### src/hdl/jldc_pkg.sv
// ----------------------------------------------------------------------------
// jldc_pkg
// Shared types, constants and small helpers of the Jalali date calculator.
// ----------------------------------------------------------------------------
package jldc_pkg;

  // Highest accepted year.
  localparam int unsigned MAX_YEAR = 4095;

  localparam int YEAR_W  = 12;
  localparam int MONTH_W = 4;
  localparam int DAY_W   = 5;
  localparam int DN_W    = 21;
  localparam int WD_W    = 3;
  localparam int WEEK_W  = 6;
  localparam int WYEAR_W = 13;
  localparam int OFF_W   = 9;   // day of year, and day of year plus weekday offset
  localparam int LT_W    = 12;  // leap test residue, below LT_MOD

  // Leap cycle stepping. The residue tracks ((e + 38) * 682) mod 2816 with
  // e = 474 + ((year - 474) mod 2820); a year is leap when it is below 682.
  localparam logic [LT_W-1:0] LT_MUL  = LT_W'(682);
  localparam logic [LT_W-1:0] LT_MOD  = LT_W'(2816);
  localparam logic [LT_W-1:0] LT_WRAP = LT_W'(770);   // step when e wraps by 2820
  localparam logic [LT_W-1:0] LT_INIT = LT_W'(1166);  // residue of year 1
  localparam logic [LT_W-1:0] E_INIT  = LT_W'(2821);  // e of year 1
  localparam logic [LT_W-1:0] E_LAST  = LT_W'(3293);  // last e before the wrap
  localparam logic [LT_W-1:0] E_FIRST = LT_W'(474);

  localparam logic [WEEK_W-1:0] WEEKS_BASE = WEEK_W'(52);
  localparam logic [2:0]        WD_THU     = 3'd3;  // zero-based index of weekday 4

  // Sequencer states.
  typedef enum logic [5:0] {
    ST_IDLE = 6'b000001,
    ST_LOOP = 6'b000010,
    ST_CHK  = 6'b000100,
    ST_WEEK = 6'b001000,
    ST_FIN  = 6'b010000,
    ST_DONE = 6'b100000
  } jldc_state_t;

  // Value below 14 reduced modulo 7.
  function automatic logic [2:0] mod7_small(input logic [3:0] v);
    logic [3:0] r;
    r = (v >= 4'd7) ? (v - 4'd7) : v;
    return r[2:0];
  endfunction

  // Quotient by 7 for values up to 371, by reciprocal multiply.
  function automatic logic [OFF_W-1:0] div7(input logic [OFF_W-1:0] v);
    logic [OFF_W+11-1:0] p;
    p = {11'd0, v} * (OFF_W + 11)'(293);
    return p[OFF_W+11-1:11];
  endfunction

  // Days of the months before the given month (1..12).
  function automatic logic [OFF_W-1:0] days_before(input logic [MONTH_W-1:0] m);
    logic [OFF_W-1:0] r;
    case (m)
      4'd1:    r = OFF_W'(0);
      4'd2:    r = OFF_W'(31);
      4'd3:    r = OFF_W'(62);
      4'd4:    r = OFF_W'(93);
      4'd5:    r = OFF_W'(124);
      4'd6:    r = OFF_W'(155);
      4'd7:    r = OFF_W'(186);
      4'd8:    r = OFF_W'(216);
      4'd9:    r = OFF_W'(246);
      4'd10:   r = OFF_W'(276);
      4'd11:   r = OFF_W'(306);
      4'd12:   r = OFF_W'(336);
      default: r = OFF_W'(0);
    endcase
    return r;
  endfunction

endpackage

### src/hdl/jalali_date_day_week_calc.sv
// ----------------------------------------------------------------------------
// jalali_date_day_week_calc
// Checks a Jalali date and gives its day number, weekday, week and week-year.
// ----------------------------------------------------------------------------
//
//   Channel   Direction   Carries
//   in_*      slave       year, month, day_of_month
//   out_*     master      date_valid, day_number, weekday, week, week_year
//
// The cost of an item is set by the year loop, which adds one year length per
// cycle in a single adder while stepping the leap residue; an invalid year or
// month skips the loop. The block takes one item at a time; in_tready is high
// only while idle. A result is held on out_* until it is taken. Reset clears
// the sequencer and out_tvalid only.

module jalali_date_day_week_calc
  import jldc_pkg::*;
(
  input  logic        clk,
  input  logic        rst_n,
  input  logic        in_tvalid,
  output logic        in_tready,
  input  logic [23:0] in_tdata,   // year[11:0], month[15:12], day_of_month[20:16]
  output logic        out_tvalid,
  input  logic        out_tready,
  output logic [47:0] out_tdata   // date_valid[0], day_number[21:1], weekday[24:22],
                                  // week[30:25], week_year[43:31]
);

  jldc_state_t state_r, state_nxt;

  logic [YEAR_W-1:0]  year_r;
  logic [MONTH_W-1:0] month_r;
  logic [DAY_W-1:0]   day_r;
  logic               inv_r;

  // Year loop registers.
  logic [YEAR_W-1:0]  cnt_r;
  logic [LT_W-1:0]    e_r;
  logic [LT_W-1:0]    lt_r;
  logic [DN_W-1:0]    before_r;
  logic [2:0]         bm_r;
  logic [2:0]         bm_prev_r;
  logic               lp_r;
  logic               lp_prev_r;

  // Date arithmetic registers.
  logic               valid_r;
  logic [DN_W-1:0]    dn_r;
  logic [OFF_W-1:0]   off_r;
  logic [OFF_W-1:0]   x_r;
  logic [2:0]         f_r;
  logic [WEEK_W-1:0]  wraw_r;

  logic [47:0]        out_data_r;
  logic               out_valid_r;

  logic               accept;
  logic               leap_now;
  logic [LT_W-1:0]    lt_sum;
  logic [MONTH_W-1:0] in_month;
  logic [YEAR_W-1:0]  in_year;
  logic [DAY_W-1:0]   in_day;
  logic [DAY_W-1:0]   mlen;
  logic [OFF_W-1:0]   off_c;
  logic [2:0]         f_c;
  logic [OFF_W-1:0]   div_in;
  logic [OFF_W-1:0]   div_q;
  logic [OFF_W-1:0]   rem_full;
  logic [2:0]         wd_idx;
  logic [2:0]         fp;
  logic               w53_cur;
  logic               w53_prev;
  logic [WEEK_W-1:0]  week_f;
  logic [WYEAR_W-1:0] wyear_f;

  assign in_year  = in_tdata[11:0];
  assign in_month = in_tdata[15:12];
  assign in_day   = in_tdata[20:16];
  assign accept   = in_tvalid && in_tready;

  assign in_tready  = (state_r == ST_IDLE);
  assign out_tvalid = out_valid_r;
  assign out_tdata  = out_data_r;

  // Leap test of the year under the loop counter, and the residue step.
  assign leap_now = (lt_r < LT_MUL);
  always_comb begin
    lt_sum = lt_r + ((e_r == E_LAST) ? LT_WRAP : LT_MUL);
    if (lt_sum >= LT_MOD) begin
      lt_sum = lt_sum - LT_MOD;
    end
  end

  // Month length and day of year.
  always_comb begin
    if (month_r <= 4'd6) begin
      mlen = 5'd31;
    end else if (month_r <= 4'd11) begin
      mlen = 5'd30;
    end else begin
      mlen = lp_r ? 5'd30 : 5'd29;
    end
  end
  assign off_c = days_before(month_r) + OFF_W'(day_r);
  assign f_c   = mod7_small({1'b0, bm_r} + 4'd4);

  // Shared divide-by-seven unit: week offset first, then day of year.
  assign div_in   = (state_r == ST_WEEK) ? x_r : off_r;
  assign div_q    = div7(div_in);
  assign rem_full = off_r - ((div_q << 3) - div_q);

  // Weekday and 53-week tests of this year and the previous one.
  assign wd_idx   = mod7_small({1'b0, mod7_small({1'b0, bm_r} + {1'b0, rem_full[2:0]})}
                               + 4'd3);
  assign fp       = mod7_small({1'b0, bm_prev_r} + 4'd4);
  assign w53_cur  = (f_r == WD_THU) || (lp_r && (f_r == WD_THU - 3'd1));
  assign w53_prev = (fp == WD_THU) || (lp_prev_r && (fp == WD_THU - 3'd1));

  // Week carried into the neighboring year where needed.
  always_comb begin
    week_f  = wraw_r;
    wyear_f = {1'b0, year_r};
    if (wraw_r == '0) begin
      if (year_r == YEAR_W'(1)) begin
        week_f  = WEEKS_BASE;
        wyear_f = '0;
      end else begin
        week_f  = WEEKS_BASE + WEEK_W'(w53_prev);
        wyear_f = {1'b0, year_r} - WYEAR_W'(1);
      end
    end else if (wraw_r > (WEEKS_BASE + WEEK_W'(w53_cur))) begin
      week_f  = WEEK_W'(1);
      wyear_f = {1'b0, year_r} + WYEAR_W'(1);
    end
  end

  // Sequencer.
  always_comb begin
    state_nxt = state_r;
    case (state_r)
      ST_IDLE: begin
        if (accept) begin
          if ((in_year == '0) || ({1'b0, in_year} > (YEAR_W + 1)'(MAX_YEAR)) ||
              (in_month == '0) || (in_month > 4'd12)) begin
            state_nxt = ST_FIN;
          end else begin
            state_nxt = ST_LOOP;
          end
        end
      end
      ST_LOOP: begin
        if (cnt_r == year_r) begin
          state_nxt = ST_CHK;
        end
      end
      ST_CHK:  state_nxt = ST_WEEK;
      ST_WEEK: state_nxt = ST_FIN;
      ST_FIN:  state_nxt = ST_DONE;
      ST_DONE: begin
        if (out_tready) begin
          state_nxt = ST_IDLE;
        end
      end
      default: state_nxt = ST_IDLE;
    endcase
  end

  // Control registers.
  always_ff @(posedge clk) begin
    if (!rst_n) begin
      state_r     <= ST_IDLE;
      out_valid_r <= 1'b0;
    end else begin
      state_r <= state_nxt;
      if (state_r == ST_FIN) begin
        out_valid_r <= 1'b1;
      end else if (out_valid_r && out_tready) begin
        out_valid_r <= 1'b0;
      end
    end
  end

  // Datapath registers.
  always_ff @(posedge clk) begin
    case (state_r)
      ST_IDLE: begin
        if (accept) begin
          year_r   <= in_year;
          month_r  <= in_month;
          day_r    <= in_day;
          inv_r    <= (state_nxt == ST_FIN);
          valid_r  <= 1'b0;
          cnt_r    <= YEAR_W'(1);
          e_r      <= E_INIT;
          lt_r     <= LT_INIT;
          before_r <= '0;
          bm_r     <= '0;
          bm_prev_r <= '0;
          lp_prev_r <= 1'b0;
        end
      end
      ST_LOOP: begin
        // One year per cycle: record the leap flag and the running sums.
        if (cnt_r == year_r - YEAR_W'(1)) begin
          lp_prev_r <= leap_now;
          bm_prev_r <= bm_r;
        end
        if (cnt_r == year_r) begin
          lp_r <= leap_now;
        end else begin
          before_r <= before_r + DN_W'(365) + DN_W'(leap_now);
          bm_r     <= mod7_small({1'b0, bm_r} + 4'd1 + 4'(leap_now));
          cnt_r    <= cnt_r + YEAR_W'(1);
          e_r      <= (e_r == E_LAST) ? E_FIRST : (e_r + LT_W'(1));
          lt_r     <= lt_sum;
        end
      end
      ST_CHK: begin
        valid_r <= (day_r != '0) && (day_r <= mlen);
        off_r   <= off_c;
        dn_r    <= before_r + DN_W'(off_c);
        f_r     <= f_c;
        x_r     <= off_c - OFF_W'(1) + OFF_W'(f_c);
      end
      ST_WEEK: begin
        wraw_r <= WEEK_W'(div_q) + WEEK_W'(f_r < 3'd4);
      end
      ST_FIN: begin
        if (valid_r && !inv_r) begin
          out_data_r <= {4'd0, wyear_f, week_f, wd_idx + 3'd1, dn_r, 1'b1};
        end else begin
          out_data_r <= '0;
        end
      end
      default: begin
      end
    endcase
  end

endmodule
### config.mk
export PLATFORM = sky130hd
export DESIGN_NAME = jalali_date_day_week_calc
export DESIGN_NICKNAME = d
export VERILOG_FILES = /design/src/hdl/jldc_pkg.sv /design/src/hdl/jalali_date_day_week_calc.sv
export SDC_FILE = /design/constraint.sdc
export NUM_CORES = 1
export LEC_CHECK = 0
export BUFFER_PORTS_ARGS = -buffer_cell sky130_fd_sc_hd__buf_2
export CORE_MARGIN = 1
export CORE_UTILIZATION = 55
export DETAILED_ROUTE_END_ITERATION = 8
export GPL_TIMING_DRIVEN = 0
export PLACE_DENSITY = 0.72
export RECOVER_POWER = 100
export SETUP_SLACK_MARGIN = 0.4
export SLEW_MARGIN = 20
export SYNTH_ARGS = -nofsm -noshare
export SYNTH_HDL_FRONTEND = slang
export SYNTH_SLANG_ARGS = --single-unit
### constraint.sdc
create_clock -name clk -period 8.5 [get_ports clk]
set_input_delay 0.425 -clock clk [delete_from_list [all_inputs] [get_ports clk]]
set_output_delay 0.425 -clock clk [all_outputs]
set_load 0.1 [all_outputs]
Word-level counts from Yosys, hierarchy flattened
Memories as Yosys holds them, arrays and structs flattened. A register that Yosys moved wholly into a read port is not among the register bits.
Cells that the tools add are included.
{"block": "totals", "regBits": 191, "mem_bits_ro": 144, "input_bits": 28, "elab_cells": 156, "memories": 1}
{"block": "op_classes", "addsub": 30, "n_mul": 1, "magnitude_cmp": 13, "eq_ne": 18, "mux": 48, "reduce_logical": 23}
{"memory": "(no name shown)", "words": 16, "width": 9, "rd": 1, "rd_ports_with_merged_regs": 1, "write_ports": 0, "line": "jldc_pkg.sv:60", "text": "case (m)"}
{"cell": "$mux 12", "count": 8}
{"cell": "$pmux 12 s2", "count": 3}
{"cell": "$mux 21", "count": 2}
{"cell": "$pmux 21 s2", "count": 1}
{"cell": "$mux 13", "count": 3}
{"cell": "$mux 6", "count": 6}
{"cell": "$pmux 6 s6", "count": 1}
{"cell": "$add 12x1->12 const B", "count": 2}
{"cell": "$eq 12x12->1", "count": 2}
{"cell": "$mux 3", "count": 8}
{"cell": "$add 21x1->21", "count": 1}
{"cell": "$add 21x9->21", "count": 1}
{"cell": "$add 21x9->21 const B", "count": 1}
{"cell": "$ge 4x3->1 const B", "count": 5}
{"cell": "$mux 9", "count": 2}
{"cell": "$mul 9x9->17 const B", "count": 1}
{"cell": "$sub 3x3->3 const B", "count": 5}
{"cell": "$add 12x1->13 const B", "count": 1}
{"cell": "$sub 12x1->13 const B", "count": 1}
{"cell": "$add 12x10->12", "count": 1}
{"cell": "$add 5x2->6 const A", "count": 2}
{"cell": "$eq 12x1->1 const B", "count": 1}
{"cell": "$eq 12x12->1 const B", "count": 1}
{"cell": "$eq 3x2->1 const B", "count": 4}
{"cell": "46 further kinds", "count": 70}

Logic depth before layout (Yosys ltp)
Gate-level depths: netlist of run 1.
{"block": "depth", "word_depth": 12, "ltp_mapped": 33, "depth_no_buf": 32}

Worst setup path after synthesis of run 1
No wires, ideal clock.
{"block": "synth_path", "kind": "flip-flop to flip-flop", "startpoint": "register state_r[0]", "endpoint": "register out_data_r[23] (netlist: out_tdata[23]), data pin", "arrival_time_ns": 7.325, "slack_ns": 0.921, "path_stages_with_launch": 32, "cell_sequence": "dfxtp_1 -> buf_6 -> nor4_1 -> nand2_1 -> clkbuf_1 -> mux2i_1 -> inv_1 -> ha_1 -> ha_1 -> inv_1 -> fa_1 -> fa_1 -> inv_1 -> ha_1 -> a21o_1 -> a21oi_1 -> nor4b_1 -> o21a_1 -> nor2_1 -> fa_1 -> inv_1 -> fa_1 -> inv_1 -> ha_1 -> a221oi_1 -> xnor2_1 -> inv_1 -> ha_1 -> maj3_1 -> o22ai_1 -> ha_1 -> and2_1"}
{"block": "synth_via", "elab_chain_len": 12, "elab_cells_between_ends": 14, "classes_between": "add/sub (7); mul (1); order compare (2); eq/ne (1); mux (3)"}
{"item": "start: declaration", "line": "jalali_date_day_week_calc.sv:30", "text": "jldc_state_t state_r, state_nxt;"}
{"item": "start signal: assignment", "line": "jalali_date_day_week_calc.sv:175", "text": "state_r <= state_nxt;"}
{"item": "$eq 6x4->1 *", "line": "jalali_date_day_week_calc.sv:109", "text": "assign div_in = (state_r == ST_WEEK) ? x_r : off_r;"}
{"item": "$mux 9 *", "line": "jalali_date_day_week_calc.sv:109"}
{"item": "$mul 9x9->17 *", "line": "jldc_pkg.sv:53", "text": "p = {11'd0, v} * (OFF_W + 11)'(293);"}
{"item": "$sub 1x3->3 *", "line": "jalali_date_day_week_calc.sv:111", "text": "assign rem_full = off_r - ((div_q << 3) - div_q);"}
{"item": "$sub 3x3->3 *", "line": "jalali_date_day_week_calc.sv:111"}
{"item": "$add 3x3->4 *", "line": "jalali_date_day_week_calc.sv:114", "text": "assign wd_idx = mod7_small({1'b0, mod7_small({1'b0, bm_r} + {1'b0, rem_full[2:0]})}"}
{"item": "$ge 4x3->1 or $sub 3x3->3 (tied branches)", "line": "jldc_pkg.sv:46", "text": "r = (v >= 4'd7) ? (v - 4'd7) : v;"}
{"item": "$mux 3 *", "line": "jldc_pkg.sv:46"}
{"item": "$add 3x2->4 *", "line": "jalali_date_day_week_calc.sv:115", "text": "+ 4'd3);"}
{"item": "$ge 4x3->1 or $sub 3x3->3 (tied branches)", "line": "jldc_pkg.sv:46"}
{"item": "$mux 3 *", "line": "jldc_pkg.sv:46"}
{"item": "$add 3x1->3 *", "line": "jalali_date_day_week_calc.sv:231", "text": "out_data_r <= {4'd0, wyear_f, week_f, wd_idx + 3'd1, dn_r, 1'b1};"}
{"item": "end signal: assignment", "line": "jalali_date_day_week_calc.sv:231"}
{"item": "end: declaration", "line": "jalali_date_day_week_calc.sv:55", "text": "logic [47:0] out_data_r;"}
Every way passes the cells marked *; elsewhere a longest branch is shown, timed or not.
A chain may end at the register's enable or synchronous reset.

Worst setup path in the final report of run 1
{"block": "layout_path", "startpoint": "register state_r[5]", "endpoint": "register out_data_r[24] (netlist: out_tdata[24]), data pin"}
Same word-level chain as after synthesis.

==> metrics, run 1 <==
status complete, but fails checks; violated checks max-capacitance violations, max-slew violations; P_leak 5.08 nW; Worst Max-Slew Pin Slew around 1600 ps; worst stage delay on the critical path 530 ps; Clock power frac 22.7%; Async SR Flop Fraction 0%; die area between 20000 and 25000 sq um; Logic pwr share between 30% and 40%; vias per cell 5.60; Iter 0 DRT Violations 495; clock sinks approximately 200; post-synthesis register bit count ~200; peak supply drop around 0.00016 V; total track usage between 20% and 30%; share of layout cells above drive strength 1 about 5.8%; WL final 24.2 mm; Cells after Synth approximately 1100; FF-to-FF path depth 31; arrival time worst endpoint between 8000 and 9000 ps; reg-to-reg slack, setup around 600 ps; crit path to out_tdata[24]; Final setup viols 0; Synthesis Warnings 0; pwr/cell area approximately 270 nW/um^2; Crit-path slowest cell fa_1; # nets final around 1300; adder-cell share of the synthesized area a little over an eighth; Internal around 0.0022 W; CTS root buf clkbuf_16; post-DP HPWL between 15 and 20 mm; Psw about 0.0013 W; largest cells by area after synthesis edfxtp_1 (46%), ha_1 (11%), xnor2_1 (5.4%), xor2_1 (3.5%), nor2_1 (3.4%); Final GP Congestion ~0.88; worst-path fanout max 10; EDFF count, synth ~180; syn_area_per_cell approximately 11 sq um; CTS tree yes; total grt overflow 0; row count 53; top cells by count, synth edfxtp_1 (179), nor2_1 (107), ha_1 (103); H-tree Lvls 4; Ports 78; min Tclk post-route 7900 ps; critical path launch point type flop; reg2reg end out_tdata[24]; ANT nets after route 0; initial antenna violation count 0; Layout area overhead 11.1%; crit path launch state_r[5]; 1st-pass router iterations 5; switching share of total power between 30% and 40%; min-delay worst type in -> reg; Fin Setup TNS 0 ps; Clock Latency Late Sink about 440 ps; Worst-path clk slew 70 ps; Die Y ~150 um; drt wl/cell about 16 um; Reg power frac between 30% and 40%; Max-slew headroom -6.80%; register area share after synthesis between 40 and 50%; post-synthesis compound-gate area fraction roughly a tenth; largest family of logic cells by synthesized area simple AND/OR/NAND/NOR gates; Clock Path Buffers 2; reg-to-reg critical path startpoint state_r[5]; vias in the first global route between 7000 and 8000; chip width between 100 and 150 um; via count around 8300; Port-buffer cells 70; Simple-Gate Fraction of Synth Area 14.6%; Max Transition Viols Final 18; Period Utilization, post-route 93.0%; CTS Hold Bufs 0; core area approximately 21000 sq um; crit-path most repeated cell ha_1; most common cell in the netlist edfxtp_1; max frequency between 100 and 150 MHz; area leader, netlist edfxtp_1; mapped cell area ~12000 sq um; Main synth FF type edfxtp_1; global-route wire length before repair between 30 and 40 mm; DRC 0; Worst Setup Path Type reg -> reg; CP required slightly below 9000 ps; Final Hold Fails 0; pin count of the biggest net entering global routing 28; final hold slack 159 ps; Distinct cells, synth 70; Synth Area in XOR/XNOR under 10%; hold_sp in_tdata[20]; post-synth top area share between 40% and 50%; post-synthesis mux area share 1.50%; Starting Density ~56%; Design Power between 0.003 and 0.004 W; Max Cap Viol 1; TritonCTS Buffers 17; Worst Setup End Kind flop; Ant. Diodes 0; pre-CTS WS -122 ps; RSZ-0062 raised after global routing no; Final Util slightly above 60%; final clock skew ~18 ps; Final Worst Setup Slack 596 ps
==> cell families after synthesis <==
family          count (synthesis)
simple gates                  349
buf+inv                       122
mux                            17
fa+ha+maj                     116
other cells                     1
xor+xnor                      119
flops                         195
compound gates                174
==> metrics by stage <==
stage	instances	instance area [sq um]
floorplan	1096	11800
global placement	1441	12500
detailed placement	1445	12600
CTS	1477	13200
global route	1479	13100
finish	1479	13100
==> sequential cells by signal (all words and copies together), names as in the netlist, 9 cells and up, named ones only <==
name       flops
x_r            9
year_r        12
cnt_r         12
e_r           12
lt_r          11
dn_r          21
before_r      21
off_r          9
out_tdata     44
==> power groups by stage <==
stage | combinational [W] | sequential, W | clock, W
after floorplan | 0.00100 | 0.00141 | 0
after global placement | 0.00129 | 0.00138 | 0
after detailed placement | 0.00134 | 0.00137 | 0
after CTS | 0.00136 | 0.00135 | 0.000800
after global routing | 0.00149 | 0.00137 | 0.000840
final | 0.00134 | 0.00136 | 0.000791
==> worst min-delay path by stage <==
stage	end	cells past startpoint	slack, ps
4_1_cts	day_r[4]	1	150
6_report	day_r[4]	1	160
3_3_place_gp	out_tdata[3]	1	510
5_1_grt	day_r[4]	1	140
3_5_place_dp	out_tdata[13]	1	510
2_1_floorplan	out_tdata[10]	1	500
==> cell type report <==
cell class	instances	area [sq um]
clock buffer	19	433
buffer	35	150
fill	1738	7940
sequential	195	5700
clock inverter	13	141
inverter	87	327
tap	275	344
multi-input combinational	779	5680
timing repair buffer	76	308
==> worst max-delay path: cells and delay by family, from the launching register on <==
kind,cells,cell delay [ps]
fa+ha+maj,11,3700
flops,1,300
mux,2,600
xor+xnor,2,280
simple gates,6,1320
compound gates,5,820
buf+inv,5,610
==> cells in the final DEF, fill, tap and decap left out, drive strengths merged, types with 8 or more instances in the layout <==
cell type  netlist  final
o21bai           8      8
a21oi           57     57
or3              8      8
ha             103    103
buf              5     19
nor3            13     13
nand2b          10     10
mux2i           12     12
nand3           33     33
nor4            15     15
nor2           107    107
and2            27     27
dfxtp           16     16
edfxtp         179    179
clkbuf          30    111
fa              12     12
and3            14     14
nand2           81     81
nand4           10     10
o21ai           37     37
a21o            13     13
nor2b           10     10
xnor2           72     72
inv             87     94
xor2            47     47
==> routing by layer <==
layer / vias to the layer above / GRT usage, % / routed length (um)
met1: 3949 / 30.4 / 11100
met2: 204 / 37.9 / 11600
met4: 0 / 6.65 / 425
met5: - / 0 / 0
li1: 4093 / - / -
met3: 35 / 3.93 / 1060
==> repair_timing <==
item / CTS / global route
gates resized for setup: 6 / 18
pin swaps: 0 / 4
setup endpoints to repair: 3 / 3
setup buffers: 0 / 2
Note: power is estimated with default switching activity, not from simulation.
==> run 2: changes to the inputs <==
--- a/config.mk
+++ b/config.mk
@@ -10,4 +10,5 @@
 export CORE_UTILIZATION = 55
 export DETAILED_ROUTE_END_ITERATION = 8
+export GPL_ROUTABILITY_DRIVEN = 0
 export GPL_TIMING_DRIVEN = 0
 export PLACE_DENSITY = 0.72
==> constraint.sdc (replaced) <==
create_clock -name clk -period 8.5 [get_ports clk]
set_input_delay 1.7 -clock clk [delete_from_list [all_inputs] [get_ports clk]]
set_output_delay 1.7 -clock clk [all_outputs]
set_load 0.1 [all_outputs]
==> run 2 against run 1 <==
  * The run now ends clean
  * Sequential share of layout area shrank 0.092 points
  * Register-to-register slack gained 30 ps
  * Routed wire length grew 0.46%
  * Via count shrank 0.21%
  * Fmax grew 0.32%
  * Hold slack gained 370 ps
  * Design area grew 0.21%
  * Critical path depth is the same
  * First-iteration DRC count shrank 2.0%
  * Setup slack gained 25 ps
==> metrics, run 2 (synthesis results as in run 1) <==
status complete, no violations; GR Util met1 29.0%; Final Worst Setup Slack about 620 ps; 1st-pass router iterations 7; worst-path fanout max 10; Worst-path clk slew roughly 70 ps; Finished Layout Cells around 1500; crit-path most repeated cell ha_1; share of layout cells above drive strength 1 5.89%; Clock Latency Late Sink 430 ps; vias in the first global route 8104; reg2reg end out_tdata[24]; Design Area, Final between 10000 and 15000 sq um; clock sinks between 150 and 200; Iter 0 DRT Violations 485; Fill cells between 1500 and 2000; TritonCTS Buffers 17; vias per cell 5.58; peak supply drop around 0.00015 V; CP required just under 9000 ps; max reg flops 44; RSZ-0062 raised after global routing no; worst stage delay on the critical path about 530 ps; post-DP HPWL 18.2 mm; Final setup viols 0; crit path to out_tdata[24]; DP Area 12600 sq um; Worst Setup End Kind flop; core area ~21000 sq um; via count just over 8000; min Tclk post-route ~7900 ps; DRC 0; H-tree Lvls 4; most common cell after layout, fill and taps aside edfxtp_1; Layout area overhead 11.4%; initial antenna violation count 0; Worst Setup Path Type reg -> reg; min-delay worst type reg -> reg; Port-buffer cells 70; Max Transition Viols Final 0; crit path launch state_r[5]; FF-to-FF path depth 31; CTS root buf clkbuf_16; total track usage 22.9%; Max Cap Viol 0; WL final approximately 24 mm; CTS Hold Bufs 0; final clock skew about 15 ps; Final Hold Fails 0; row count 53; most frequent cells in the layout edfxtp_1 (179), nor2_1 (107), ha_1 (102); P_leak 5.07 nW; max frequency about 130 MHz; Starting Density between 50% and 60%; gr busiest metal met2; Period Utilization, post-route 92.7%; ANT nets after route 0; Crit-path slowest cell fa_1; Ant. Diodes 0; CTS tree yes; Ports 78; reg-to-reg slack, setup between 600 and 700 ps; pwr/cell area between 200 and 300 nW/um^2; chip width ~150 um; DP Cell Count about 1400; pre-CTS WS -92.3 ps; Die Y about 150 um; # nets final 1335; global-route wire length before repair 39.0 mm; total grt overflow 0; critical path launch point type flop; met3 Usage GRT 3.62%; reg-to-reg critical path startpoint state_r[5]; Max-slew headroom 3.29%; pin count of the biggest net entering global routing 28; Clock Path Buffers 2; drt wl/cell 16.5 um; die area about 22000 sq um; M2 GR Usage 39.6%; arrival time worst endpoint approximately 8000 ps; Worst Max-Slew Pin Slew between 1000 and 1500 ps
==> run 2: changes by cell type in the layout (fill, tap and decap cells not counted), moves of 2 or more <==
cell | previous run | this run
clkbuf_1 | 94 | 98
clkinv_2 | 0 | 4
buf_2 | 12 | 9
clkinvlp_4 | 1 | 4
inv_6 | 5 | 2
inv_8 | 3 | 0
clkinv_4 | 3 | 1
==> run 2: layout make-up <==
cell class	instances	area, sq um	area share [%]
plain buffers	35	154	1.17
inverters	87	327	2.49
clock buffers	19	433	3.30
flip-flops and latches	195	5700	43.5
repair buffers	77	308	2.35
clock inverters	13	136	1.04
well taps	275	344	2.63
multi-input cells	779	5710	43.6
==> run 2: worst min-delay path by stage <==
stage	to	cells past startpoint	start	slack, ps
2_1_floorplan	out_tdata[10]	1	dn_r[9]	500
3_3_place_gp	out_tdata[15]	1	dn_r[14]	500
3_5_place_dp	out_tdata[17]	1	dn_r[16]	510
4_1_cts	out_tdata[17]	1	dn_r[16]	520
5_1_grt	out_tdata[11]	1	dn_r[10]	550
6_report	out_tdata[17]	1	dn_r[16]	530
==> run 2: metrics by stage <==
step,power [W],hold slack (ps),util (%),TNS [ps]
after floorplan,0.00241,497,-,0
after detailed placement,0.00272,506,60.0,-184
after CTS,0.00352,524,62.9,0
after global routing,0.00371,551,62.3,0
final,0.00349,528,62.3,0
after global placement,0.00266,504,59.3,0
==> run 2: where the power goes <==
part | switching (W) | total, W | internal [W]
Sequential | 0.0000882 | 0.00135 | 0.00127
Combinational | 0.000813 | 0.00135 | 0.000532
Clock | 0.000357 | 0.000791 | 0.000434
==> run 2: routing by layer <==
metal / share of wire (%) / routed length, um / vias up
li1: - / - / 4083
met5: 0 / 0 / -
met1: 44 / 10700 / 3929
met3: 4.3 / 1040 / 37
met2: 49 / 12000 / 215
met4: 2.4 / 588 / 0
==> run 2: what timing repair did <==
| item | 4_1_cts | 5_1_grt |
|---|---|---|
| pin swaps | 0 | 4 |
| setup endpoints to repair | 3 | 3 |
| endpoints found under the hold margin | 0 | 0 |
| setup buffers | 0 | 2 |
| gates resized for setup | 8 | 21 |
==> run 2: worst max-delay path: cells and delay by family, from the launching register on <==
family          cells  cell delay, ps
xor+xnor            2             270
buf+inv             5             650
simple gates        6            1420
compound gates      5             790
fa+ha+maj          11            3680
flops               1             300
mux                 2             530
